==> src/rtl/tsr_pkg.sv <==
`timescale 1ns / 1ps
// ----------------------------------------------------------------------------
// tsr_pkg
// Shared types, character codes and a helper for the tab stop retabulator.
// ----------------------------------------------------------------------------
package tsr_pkg;

  localparam int MAX_RUN_DEF     = 63;
  localparam int COLUMN_BITS_DEF = 16;

  localparam int STOP_W = 7;  // tab stop register width
  localparam int REM_W  = 6;  // remainder of column by a stop (< 64)
  localparam int CHAR_W = 7;

  // register indexes
  localparam logic REG_OLD_STOP = 1'b0;
  localparam logic REG_NEW_STOP = 1'b1;

  // scanner modes
  localparam logic [1:0] MODE_NORMAL = 2'd0;
  localparam logic [1:0] MODE_QUOTE  = 2'd1;
  localparam logic [1:0] MODE_BLANK  = 2'd2;

  // character codes
  localparam logic [CHAR_W-1:0] CH_TAB = 7'h09;
  localparam logic [CHAR_W-1:0] CH_NL  = 7'h0a;
  localparam logic [CHAR_W-1:0] CH_SP  = 7'h20;
  localparam logic [CHAR_W-1:0] CH_DQ  = 7'h22;
  localparam logic [CHAR_W-1:0] CH_SQ  = 7'h27;
  localparam logic [CHAR_W-1:0] CH_BS  = 7'h5c;

  typedef struct packed {
    logic              start;
    logic [STOP_W-1:0] divisor;
  } tsr_mod_req_t;

  typedef struct packed {
    logic             done;
    logic [REM_W-1:0] rem;
  } tsr_mod_rsp_t;

  // stop register value 0 acts as 1, anything above 64 as 64
  function automatic logic [STOP_W-1:0] stop_clamp(input logic [STOP_W-1:0] v);
    logic [STOP_W-1:0] r;
    r = v;
    if (v == '0) r = STOP_W'(1);
    else if (v > STOP_W'(64)) r = STOP_W'(64);
    return r;
  endfunction

endpackage

==> src/rtl/tsr_mod.sv <==
`timescale 1ns / 1ps
// ----------------------------------------------------------------------------
// tsr_mod
// Bit-serial restoring remainder: column modulo tab stop, one bit a cycle.
// ----------------------------------------------------------------------------
module tsr_mod
  import tsr_pkg::*;
#(
  parameter int COLUMN_BITS = COLUMN_BITS_DEF
) (
  input  logic                   clk,
  input  logic                   rst_n,
  input  tsr_mod_req_t           req,
  input  logic [COLUMN_BITS-1:0] dividend,
  output tsr_mod_rsp_t           rsp
);

  localparam int CNT_W = $clog2(COLUMN_BITS + 1);

  logic [COLUMN_BITS-1:0] shift_r, shift_nxt;
  logic [STOP_W-1:0]      div_r, div_nxt;
  logic [REM_W-1:0]       rem_r, rem_nxt;
  logic [CNT_W-1:0]       cnt_r, cnt_nxt;
  logic                   run_r, run_nxt;
  logic                   done_r, done_nxt;
  logic [REM_W:0]         part;

  always_comb begin
    shift_nxt = shift_r;
    div_nxt   = div_r;
    rem_nxt   = rem_r;
    cnt_nxt   = cnt_r;
    run_nxt   = run_r;
    done_nxt  = 1'b0;
    part      = {rem_r, shift_r[COLUMN_BITS-1]};
    if (req.start) begin
      shift_nxt = dividend;
      div_nxt   = req.divisor;
      rem_nxt   = '0;
      cnt_nxt   = CNT_W'(COLUMN_BITS);
      run_nxt   = 1'b1;
    end else if (run_r) begin
      // partial remainder stays below the divisor, so one subtract suffices
      if (part >= div_r) rem_nxt = REM_W'(part - div_r);
      else rem_nxt = part[REM_W-1:0];
      shift_nxt = shift_r << 1;
      cnt_nxt   = cnt_r - CNT_W'(1);
      if (cnt_r == CNT_W'(1)) begin
        run_nxt  = 1'b0;
        done_nxt = 1'b1;
      end
    end
  end

  always_ff @(posedge clk) begin
    if (!rst_n) begin
      run_r  <= 1'b0;
      done_r <= 1'b0;
      cnt_r  <= '0;
    end else begin
      run_r  <= run_nxt;
      done_r <= done_nxt;
      cnt_r  <= cnt_nxt;
    end
  end

  always_ff @(posedge clk) begin
    shift_r <= shift_nxt;
    div_r   <= div_nxt;
    rem_r   <= rem_nxt;
  end

  assign rsp.done = done_r;
  assign rsp.rem  = rem_r;

endmodule

==> src/rtl/tab_stop_retabulator.sv <==
`timescale 1ns / 1ps
// ----------------------------------------------------------------------------
// tab_stop_retabulator
// Re-expresses runs of blanks in a 7-bit text stream for a new tab stop.
// ----------------------------------------------------------------------------
//
//  channel | dir | tdata / tuser / tlast               | note
//  --------+-----+-------------------------------------+----------------------
//  in_     | in  | tdata[7:0] in_byte                  | bit 7 ignored
//  out_    | out | tdata[6:0] out_char, tlast run_last | several per input
//  cfg_    | in  | addr 0 old_tab_stop, 1 new_tab_stop | write only
//
//  Flow: one input transaction at a time; in_tready is high only while the
//  sequencer is idle. Every tab stop distance goes through the shared
//  bit-serial remainder unit: a tab in quote mode or in a blank run costs one
//  pass, and an emitted run of more than one column costs one pass per tab,
//  one more when spaces follow the tabs.
//  Reset: synchronous, active low; no clearing pass.
//  Stalls: results sit in one output register; the sequencer waits on it
//  while out_tready is low.
//
module tab_stop_retabulator
  import tsr_pkg::*;
#(
  parameter int MAX_RUN     = MAX_RUN_DEF,
  parameter int COLUMN_BITS = COLUMN_BITS_DEF
) (
  input  logic              clk,
  input  logic              rst_n,
  // input stream
  input  logic              in_tvalid,
  output logic              in_tready,
  input  logic [7:0]        in_tdata,    // [7:0] in_byte
  // output stream
  output logic              out_tvalid,
  input  logic              out_tready,
  output logic [7:0]        out_tdata,   // [6:0] out_char, [7] zero
  output logic              out_tlast,   // run_last
  // configuration
  input  logic              cfg_we,
  input  logic              cfg_addr,
  input  logic [STOP_W-1:0] cfg_wdata
);

  // sequencer states
  localparam logic [2:0] S_IDLE  = 3'd0;
  localparam logic [2:0] S_MOD   = 3'd1;  // waiting on remainder unit
  localparam logic [2:0] S_BLANK = 3'd2;  // add blank width to run
  localparam logic [2:0] S_RUN   = 3'd3;  // start of run emission
  localparam logic [2:0] S_TAB   = 3'd4;  // emit one new-stop tab
  localparam logic [2:0] S_SPACE = 3'd5;  // emit spaces
  localparam logic [2:0] S_CHAR  = 3'd6;  // emit the character itself

  // what a remainder pass is for
  localparam logic [1:0] P_QTAB = 2'd0;   // tab inside quotes
  localparam logic [1:0] P_BTAB = 2'd1;   // tab added to blank run
  localparam logic [1:0] P_RUN  = 2'd2;   // next tab of emitted run

  logic [2:0]             state_r, state_nxt;
  logic [1:0]             purp_r, purp_nxt;
  logic [1:0]             mode_r, mode_nxt;
  logic [COLUMN_BITS-1:0] col_r, col_nxt;
  logic [5:0]             pend_r, pend_nxt;
  logic [CHAR_W-1:0]      qchar_r, qchar_nxt;
  logic                   esc_r, esc_nxt;
  logic [CHAR_W-1:0]      char_r, char_nxt;
  logic                   has_char_r, has_char_nxt;
  logic                   upd_col_r, upd_col_nxt;
  logic [STOP_W-1:0]      b_r, b_nxt;   // run columns left to emit
  logic [STOP_W-1:0]      a_r, a_nxt;   // width of incoming blank
  logic [5:0]             p_r, p_nxt;   // pending run before this blank
  logic [STOP_W-1:0]      j_r, j_nxt;   // distance to next new stop
  logic [STOP_W-1:0]      old_r, new_r;
  logic                   out_valid_r, out_valid_nxt;
  logic [CHAR_W-1:0]      out_char_r, out_char_nxt;
  logic                   out_last_r, out_last_nxt;

  logic [STOP_W-1:0]      os, nt;
  logic [STOP_W-1:0]      t_sum, e_run;
  logic [CHAR_W-1:0]      c_in;
  logic [1:0]             m_eff;
  logic [5:0]             p_in;
  logic                   accept, push_ok, is_quote;
  logic [COLUMN_BITS-1:0] mod_dividend;
  tsr_mod_req_t           mod_req;
  tsr_mod_rsp_t           mod_rsp;

  assign os      = stop_clamp(old_r);
  assign nt      = stop_clamp(new_r);
  assign accept  = in_tvalid && in_tready;
  assign push_ok = !out_valid_r || out_tready;
  assign c_in    = in_tdata[CHAR_W-1:0];
  assign m_eff   = (mode_r == MODE_QUOTE || mode_r == MODE_BLANK) ? mode_r : MODE_NORMAL;
  assign p_in    = (m_eff == MODE_BLANK) ? pend_r : 6'd0;
  assign is_quote = (c_in == CH_SQ) || (c_in == CH_DQ);
  assign t_sum   = {1'b0, p_r} + a_r;
  assign e_run   = (t_sum > STOP_W'(64)) ? STOP_W'(64) : t_sum;

  // configuration writes
  always_ff @(posedge clk) begin
    if (!rst_n) begin
      old_r <= STOP_W'(8);
      new_r <= STOP_W'(8);
    end else if (cfg_we) begin
      if (cfg_addr == REG_OLD_STOP) old_r <= cfg_wdata;
      if (cfg_addr == REG_NEW_STOP) new_r <= cfg_wdata;
    end
  end

  always_comb begin
    state_nxt     = state_r;
    purp_nxt      = purp_r;
    mode_nxt      = mode_r;
    col_nxt       = col_r;
    pend_nxt      = pend_r;
    qchar_nxt     = qchar_r;
    esc_nxt       = esc_r;
    char_nxt      = char_r;
    has_char_nxt  = has_char_r;
    upd_col_nxt   = upd_col_r;
    b_nxt         = b_r;
    a_nxt         = a_r;
    p_nxt         = p_r;
    j_nxt         = j_r;
    out_valid_nxt = out_valid_r && !out_tready;
    out_char_nxt  = out_char_r;
    out_last_nxt  = out_last_r;
    mod_req.start   = 1'b0;
    mod_req.divisor = nt;
    mod_dividend    = col_r;

    case (state_r)
      S_IDLE: begin
        if (accept) begin
          esc_nxt     = !esc_r && (c_in == CH_BS);
          char_nxt    = c_in;
          upd_col_nxt = 1'b1;
          if (m_eff == MODE_QUOTE) begin
            has_char_nxt = 1'b1;
            if (c_in == CH_NL && !esc_r) mode_nxt = MODE_NORMAL;
            if (is_quote && !esc_r && c_in == qchar_r) mode_nxt = MODE_NORMAL;
            if (c_in == CH_TAB) begin
              // column moves to next new stop, character passes as is
              mod_req.start = 1'b1;
              purp_nxt      = P_QTAB;
              state_nxt     = S_MOD;
            end else begin
              state_nxt = S_CHAR;
            end
          end else if (c_in == CH_SP || c_in == CH_TAB) begin
            mode_nxt = MODE_BLANK;
            p_nxt    = p_in;
            if (c_in == CH_TAB) begin
              mod_req.start   = 1'b1;
              mod_req.divisor = os;
              mod_dividend    = col_r + COLUMN_BITS'(p_in);
              purp_nxt        = P_BTAB;
              state_nxt       = S_MOD;
            end else begin
              a_nxt     = STOP_W'(1);
              state_nxt = S_BLANK;
            end
          end else begin
            has_char_nxt = 1'b1;
            if (is_quote) begin
              qchar_nxt = c_in;
              mode_nxt  = MODE_QUOTE;
            end else begin
              mode_nxt = MODE_NORMAL;
            end
            if (m_eff == MODE_BLANK) begin
              b_nxt     = {1'b0, pend_r};
              pend_nxt  = 6'd0;
              state_nxt = S_RUN;
            end else begin
              state_nxt = S_CHAR;
            end
          end
        end
      end

      S_MOD: begin
        if (mod_rsp.done) begin
          case (purp_r)
            P_QTAB: begin
              col_nxt     = col_r + COLUMN_BITS'(nt - {1'b0, mod_rsp.rem});
              upd_col_nxt = 1'b0;
              state_nxt   = S_CHAR;
            end
            P_BTAB: begin
              a_nxt     = os - {1'b0, mod_rsp.rem};
              state_nxt = S_BLANK;
            end
            default: begin
              j_nxt     = nt - {1'b0, mod_rsp.rem};
              state_nxt = S_TAB;
            end
          endcase
        end
      end

      S_BLANK: begin
        if (t_sum >= STOP_W'(MAX_RUN)) begin
          // long run: flush up to 64 columns now, keep the rest pending
          b_nxt        = e_run;
          pend_nxt     = 6'(t_sum - e_run);
          has_char_nxt = 1'b0;
          state_nxt    = S_RUN;
        end else begin
          pend_nxt  = t_sum[5:0];
          state_nxt = S_IDLE;
        end
      end

      S_RUN: begin
        if (b_r > STOP_W'(1) && nt > STOP_W'(1)) begin
          mod_req.start = 1'b1;
          purp_nxt      = P_RUN;
          state_nxt     = S_MOD;
        end else begin
          state_nxt = S_SPACE;
        end
      end

      S_TAB: begin
        if (j_r > b_r) begin
          state_nxt = S_SPACE;
        end else if (push_ok) begin
          out_valid_nxt = 1'b1;
          out_char_nxt  = CH_TAB;
          out_last_nxt  = (b_r == j_r) && !has_char_r;
          col_nxt       = col_r + COLUMN_BITS'(j_r);
          b_nxt         = b_r - j_r;
          if (b_r == j_r) begin
            state_nxt = S_SPACE;
          end else begin
            // column may wrap, so the next stop distance is recomputed
            mod_req.start = 1'b1;
            mod_dividend  = col_nxt;
            state_nxt     = S_MOD;
          end
        end
      end

      S_SPACE: begin
        if (b_r == '0) begin
          state_nxt = has_char_r ? S_CHAR : S_IDLE;
        end else if (push_ok) begin
          out_valid_nxt = 1'b1;
          out_char_nxt  = CH_SP;
          out_last_nxt  = (b_r == STOP_W'(1)) && !has_char_r;
          col_nxt       = col_r + COLUMN_BITS'(1);
          b_nxt         = b_r - STOP_W'(1);
        end
      end

      S_CHAR: begin
        if (push_ok) begin
          out_valid_nxt = 1'b1;
          out_char_nxt  = char_r;
          out_last_nxt  = 1'b1;
          if (upd_col_r) col_nxt = (char_r == CH_NL) ? '0 : col_r + COLUMN_BITS'(1);
          state_nxt = S_IDLE;
        end
      end

      default: state_nxt = S_IDLE;
    endcase
  end

  always_ff @(posedge clk) begin
    if (!rst_n) begin
      state_r     <= S_IDLE;
      mode_r      <= MODE_NORMAL;
      col_r       <= '0;
      pend_r      <= '0;
      qchar_r     <= '0;
      esc_r       <= 1'b0;
      out_valid_r <= 1'b0;
    end else begin
      state_r     <= state_nxt;
      mode_r      <= mode_nxt;
      col_r       <= col_nxt;
      pend_r      <= pend_nxt;
      qchar_r     <= qchar_nxt;
      esc_r       <= esc_nxt;
      out_valid_r <= out_valid_nxt;
    end
  end

  always_ff @(posedge clk) begin
    purp_r     <= purp_nxt;
    char_r     <= char_nxt;
    has_char_r <= has_char_nxt;
    upd_col_r  <= upd_col_nxt;
    b_r        <= b_nxt;
    a_r        <= a_nxt;
    p_r        <= p_nxt;
    j_r        <= j_nxt;
    out_char_r <= out_char_nxt;
    out_last_r <= out_last_nxt;
  end

  // shared remainder unit: column modulo old or new stop
  tsr_mod #(
    .COLUMN_BITS (COLUMN_BITS)
  ) u_mod (
    .clk      (clk),
    .rst_n    (rst_n),
    .req      (mod_req),
    .dividend (mod_dividend),
    .rsp      (mod_rsp)
  );

  assign in_tready  = (state_r == S_IDLE);
  assign out_tvalid = out_valid_r;
  assign out_tdata  = {1'b0, out_char_r};
  assign out_tlast  = out_last_r;

endmodule

==> config.mk <==
export PLATFORM = sky130hd
export DESIGN_NAME = tab_stop_retabulator
export DESIGN_NICKNAME = d
export VERILOG_FILES = /design/src/rtl/tsr_pkg.sv /design/src/rtl/tsr_mod.sv /design/src/rtl/tab_stop_retabulator.sv
export SDC_FILE = /design/constraint.sdc
export NUM_CORES = 1
export LEC_CHECK = 0
export ABC_AREA = 1
export BUFFER_PORTS_ARGS = -buffer_cell sky130_fd_sc_hd__buf_2
export CAP_MARGIN = 20
export CORE_ASPECT_RATIO = 0.9
export CORE_MARGIN = 2
export CORE_UTILIZATION = 54
export CTS_BUF_LIST = sky130_fd_sc_hd__clkbuf_4 sky130_fd_sc_hd__clkbuf_8
export DETAILED_ROUTE_END_ITERATION = 10
export PLACE_DENSITY = 0.71
export SYNTH_ARGS = -nofsm -noshare
export SYNTH_HDL_FRONTEND = slang
export SYNTH_SLANG_ARGS = --single-unit
==> constraint.sdc <==
create_clock -name clk -period 4.01 [get_ports clk]
set_input_delay 0.2005 -clock clk [delete_from_list [all_inputs] [get_ports clk]]
set_output_delay 0.2005 -clock clk [all_outputs]
set_load 0.01 [all_outputs]
==> qor.yml <==
final_nets: 1504
io_buffers: 29
gp_congestion: 0.951
cp_max_fo: 6
yosysUniqueCellTypes: 59
cp-end-kind: "register"
drt_wl_total_um: 28100
status: "finished clean"
cts_root_buf: "clkbuf_8"
worst_pin_slew_ns: 0.969
dpl.hpwl_um: 21100
ys.flop_type: "edfxtp_1"
hold_viol: 0
relSlewSlack: 0.353
setup_slack_ns: 0.319
synth_edf_count: 69
coreArea_um2: 18300
period_needed_ns: 3.69
ys_ff_latch: 132
grt_pass1_wl_um: 45500
pwr-share-clk: 0.163
start_kind: "register"
start_util: 0.548
drtIter0Drc: 964
track_usage: 0.294
final_core_util: 0.600
skew_ns: 0.0133
power_frac_comb: 0.560
vias: 9538
viasPerCell: 5.73
ant_nets: 0
area_delta_synth_final_pct: 9.45
worst-setup-path-type: "register to register"
grt_antenna_before_repair: 1
internal_power_mw: 4.21
dp_slack_ns: 0.262
leakage_nw: 4.84
cts_tree: "done"
hold_start: "cfg_wdata[4]"
clk_latency_ns: 0.48
holdCritPathClass: "input pin to register"
cp_data_arrival_time_ns: 4.07
r2r-start: "new_r[2]$_SDFFE_PN0P_"
multi_input_area_um2: 5840
ys_async_sr_fraction: 0
clock-sinks: 132
post-route-period-util: 0.920
grt_pass1_vias: 8772
p_seq_frac: 0.276
register_area_um2: 3330
setup_viol: 0
clockBufferDepth: 2
drive_above_1_share: 0.0923
cp.required_ns: 4.39
netlist_area_um2: 10100
max_cap_viol_count: 0
die-area_um2: 19700
synthCells: 1372
clock.fmax_mhz: 271
syn_area_per_cell_um2: 7.33
grt_max_degree: 34
rsz0062_at_grt: "no"
die_w_um: 148
numCtsBuffers: 17
ir_worst_vdd_mv: 0.468
grt_overflow: 0
fillCellCount: 1714
cts_htree_levels: 4
power_density_nw_per_um2: 743
drt-pass1-iter-count: 6
sw_frac_of_total: 0.485
drc: 0
fp-row-count: 47
fin_tns_setup_ns: 0
ys_seq_area_frac: 0.332
io_pins: 32
diodes: 0
yosys_warnings: 0
slew_viol_final: 0
p_sw_mw: 3.97
post_drt_wl_per_cell_um: 16.8
path_clk_slew_ns: 0.09
startpoint: "new_r[2]$_SDFFE_PN0P_"
die_h_um: 133
## cell families after synthesis
family | Yosys count | share of synthesized area
other cells | 2 | 0.000747
fa+ha+maj | 76 | 0.101
simple gates | 585 | 0.263
flops | 132 | 0.332
compound gates | 303 | 0.173
buf+inv | 228 | 0.0906
xor+xnor | 46 | 0.0401
## metal layers
| metal | part of all wire | routed length, µm | GRT usage |
|---|---|---|---|
| met5 | 0.00036 | 10 | 0 |
| met4 | 0.030 | 832 | 0.110 |
| met3 | 0.098 | 2740 | 0.0760 |
| met2 | 0.42 | 11900 | 0.434 |
| met1 | 0.45 | 12600 | 0.416 |
## final timing paths
kind,slack (ns),cells past startpoint,end
setup / recovery,0.32,23,col_r[15]$_SDFFE_PN0P_
hold / removal,0.05,3,old_r[4]$_SDFFE_PN0P_
setup reg to reg,0.32,23,col_r[15]$_SDFFE_PN0P_
hold reg to reg,0.47,2,qchar_r[6]$_SDFFE_PN0P_
## cell type report
type / count / area share
well taps: 245 / 0.0279
multi-input cells: 1013 / 0.531
clock inverters: 14 / 0.0208
flip-flops and latches: 132 / 0.303
repair buffers: 48 / 0.0287
inverters: 195 / 0.0672
clock buffers: 18 / 0.0219
## Yosys cell counts, drive strengths merged (28+ instances only)
master / instances / area [µm²]
edfxtp: 69 / 2070
dfxtp: 63 / 1260
xor2: 33 / 289
ha: 68 / 851
inv: 194 / 733
a21oi: 122 / 626
o21ai: 103 / 515
o211ai: 28 / 210
nand2: 301 / 1180
nand3: 95 / 480
nor2: 126 / 568
## layout by cell type (no fill, tap or decap), drive strengths merged, types with 37 or more instances in the layout
| master | Yosys | layout |
|---|---|---|
| dfxtp | 63 | 63 |
| nand2 | 301 | 301 |
| edfxtp | 69 | 69 |
| nand3 | 95 | 95 |
| inv | 194 | 195 |
| buf | 16 | 37 |
| nor2 | 126 | 126 |
| o21ai | 103 | 103 |
| ha | 68 | 68 |
| a21oi | 122 | 122 |
## critical path: stages, from the launching register on
cell     delay (ns)
dfxtp_1        0.30
inv_1          0.08
nand2_1        0.07
nor2_2         0.14
nand3_1        0.12
nand2_1        0.08
inv_1          0.08
nor2_1         0.15
ha_1           0.30
a21oi_1        0.18
o21ai_1        0.12
a21o_1         0.19
a21oi_2        0.14
xor2_1         0.24
ha_2           0.36
a21oi_1        0.17
o21ai_0        0.12
nand2_1        0.10
nand3_1        0.13
nand2_1        0.09
nand3_1        0.09
xor2_1         0.17
a21oi_1        0.13
nor2_1         0.05
## power groups by stage
stage	combinational, mW	clock [mW]	sequential [mW]
floorplan	3.40	0	2.19
global placement	4.36	0	2.27
detailed placement	4.43	0	2.28
CTS	4.46	1.35	2.25
global route	5.12	1.41	2.31
finish	4.58	1.34	2.26
## state kept, by name, summed over array words and instances, names as in the netlist, 2 cells and up
register and flops:
a_r 7, b_r 7, char_r 7, col_r 16
j_r 7, mode_r 2, new_r 7, old_r 7
out_char_r 7, p_r 6, pend_r 6, purp_r 2
qchar_r 7, state_r 3, u_mod.cnt_r 5, u_mod.div_r 7
u_mod.rem_r 6, u_mod.shift_r 16
## what timing repair did
| item | 4_1_cts | 5_1_grt |
|---|---|---|
| endpoints found under the hold margin | 11 | 0 |
| endpoints found under the setup margin | 0 | 8 |
| setup buffers | 0 | 1 |
| gates resized for setup | 0 | 11 |
| hold buffers | 11 | 0 |
## metrics by stage
stage               hold slack, ns  total power, mW  instances  instance area [µm²]
floorplan                    0.299             5.59       1373                10100
global placement             0.439             6.63       1621                10400
detailed placement           0.441             6.71       1621                10400
CTS                         0.0160             8.06       1664                11000
global route                0.0467             8.83       1665                11000
finish                      0.0468             8.17       1665                11000
(Power assumes the default switching activity.)
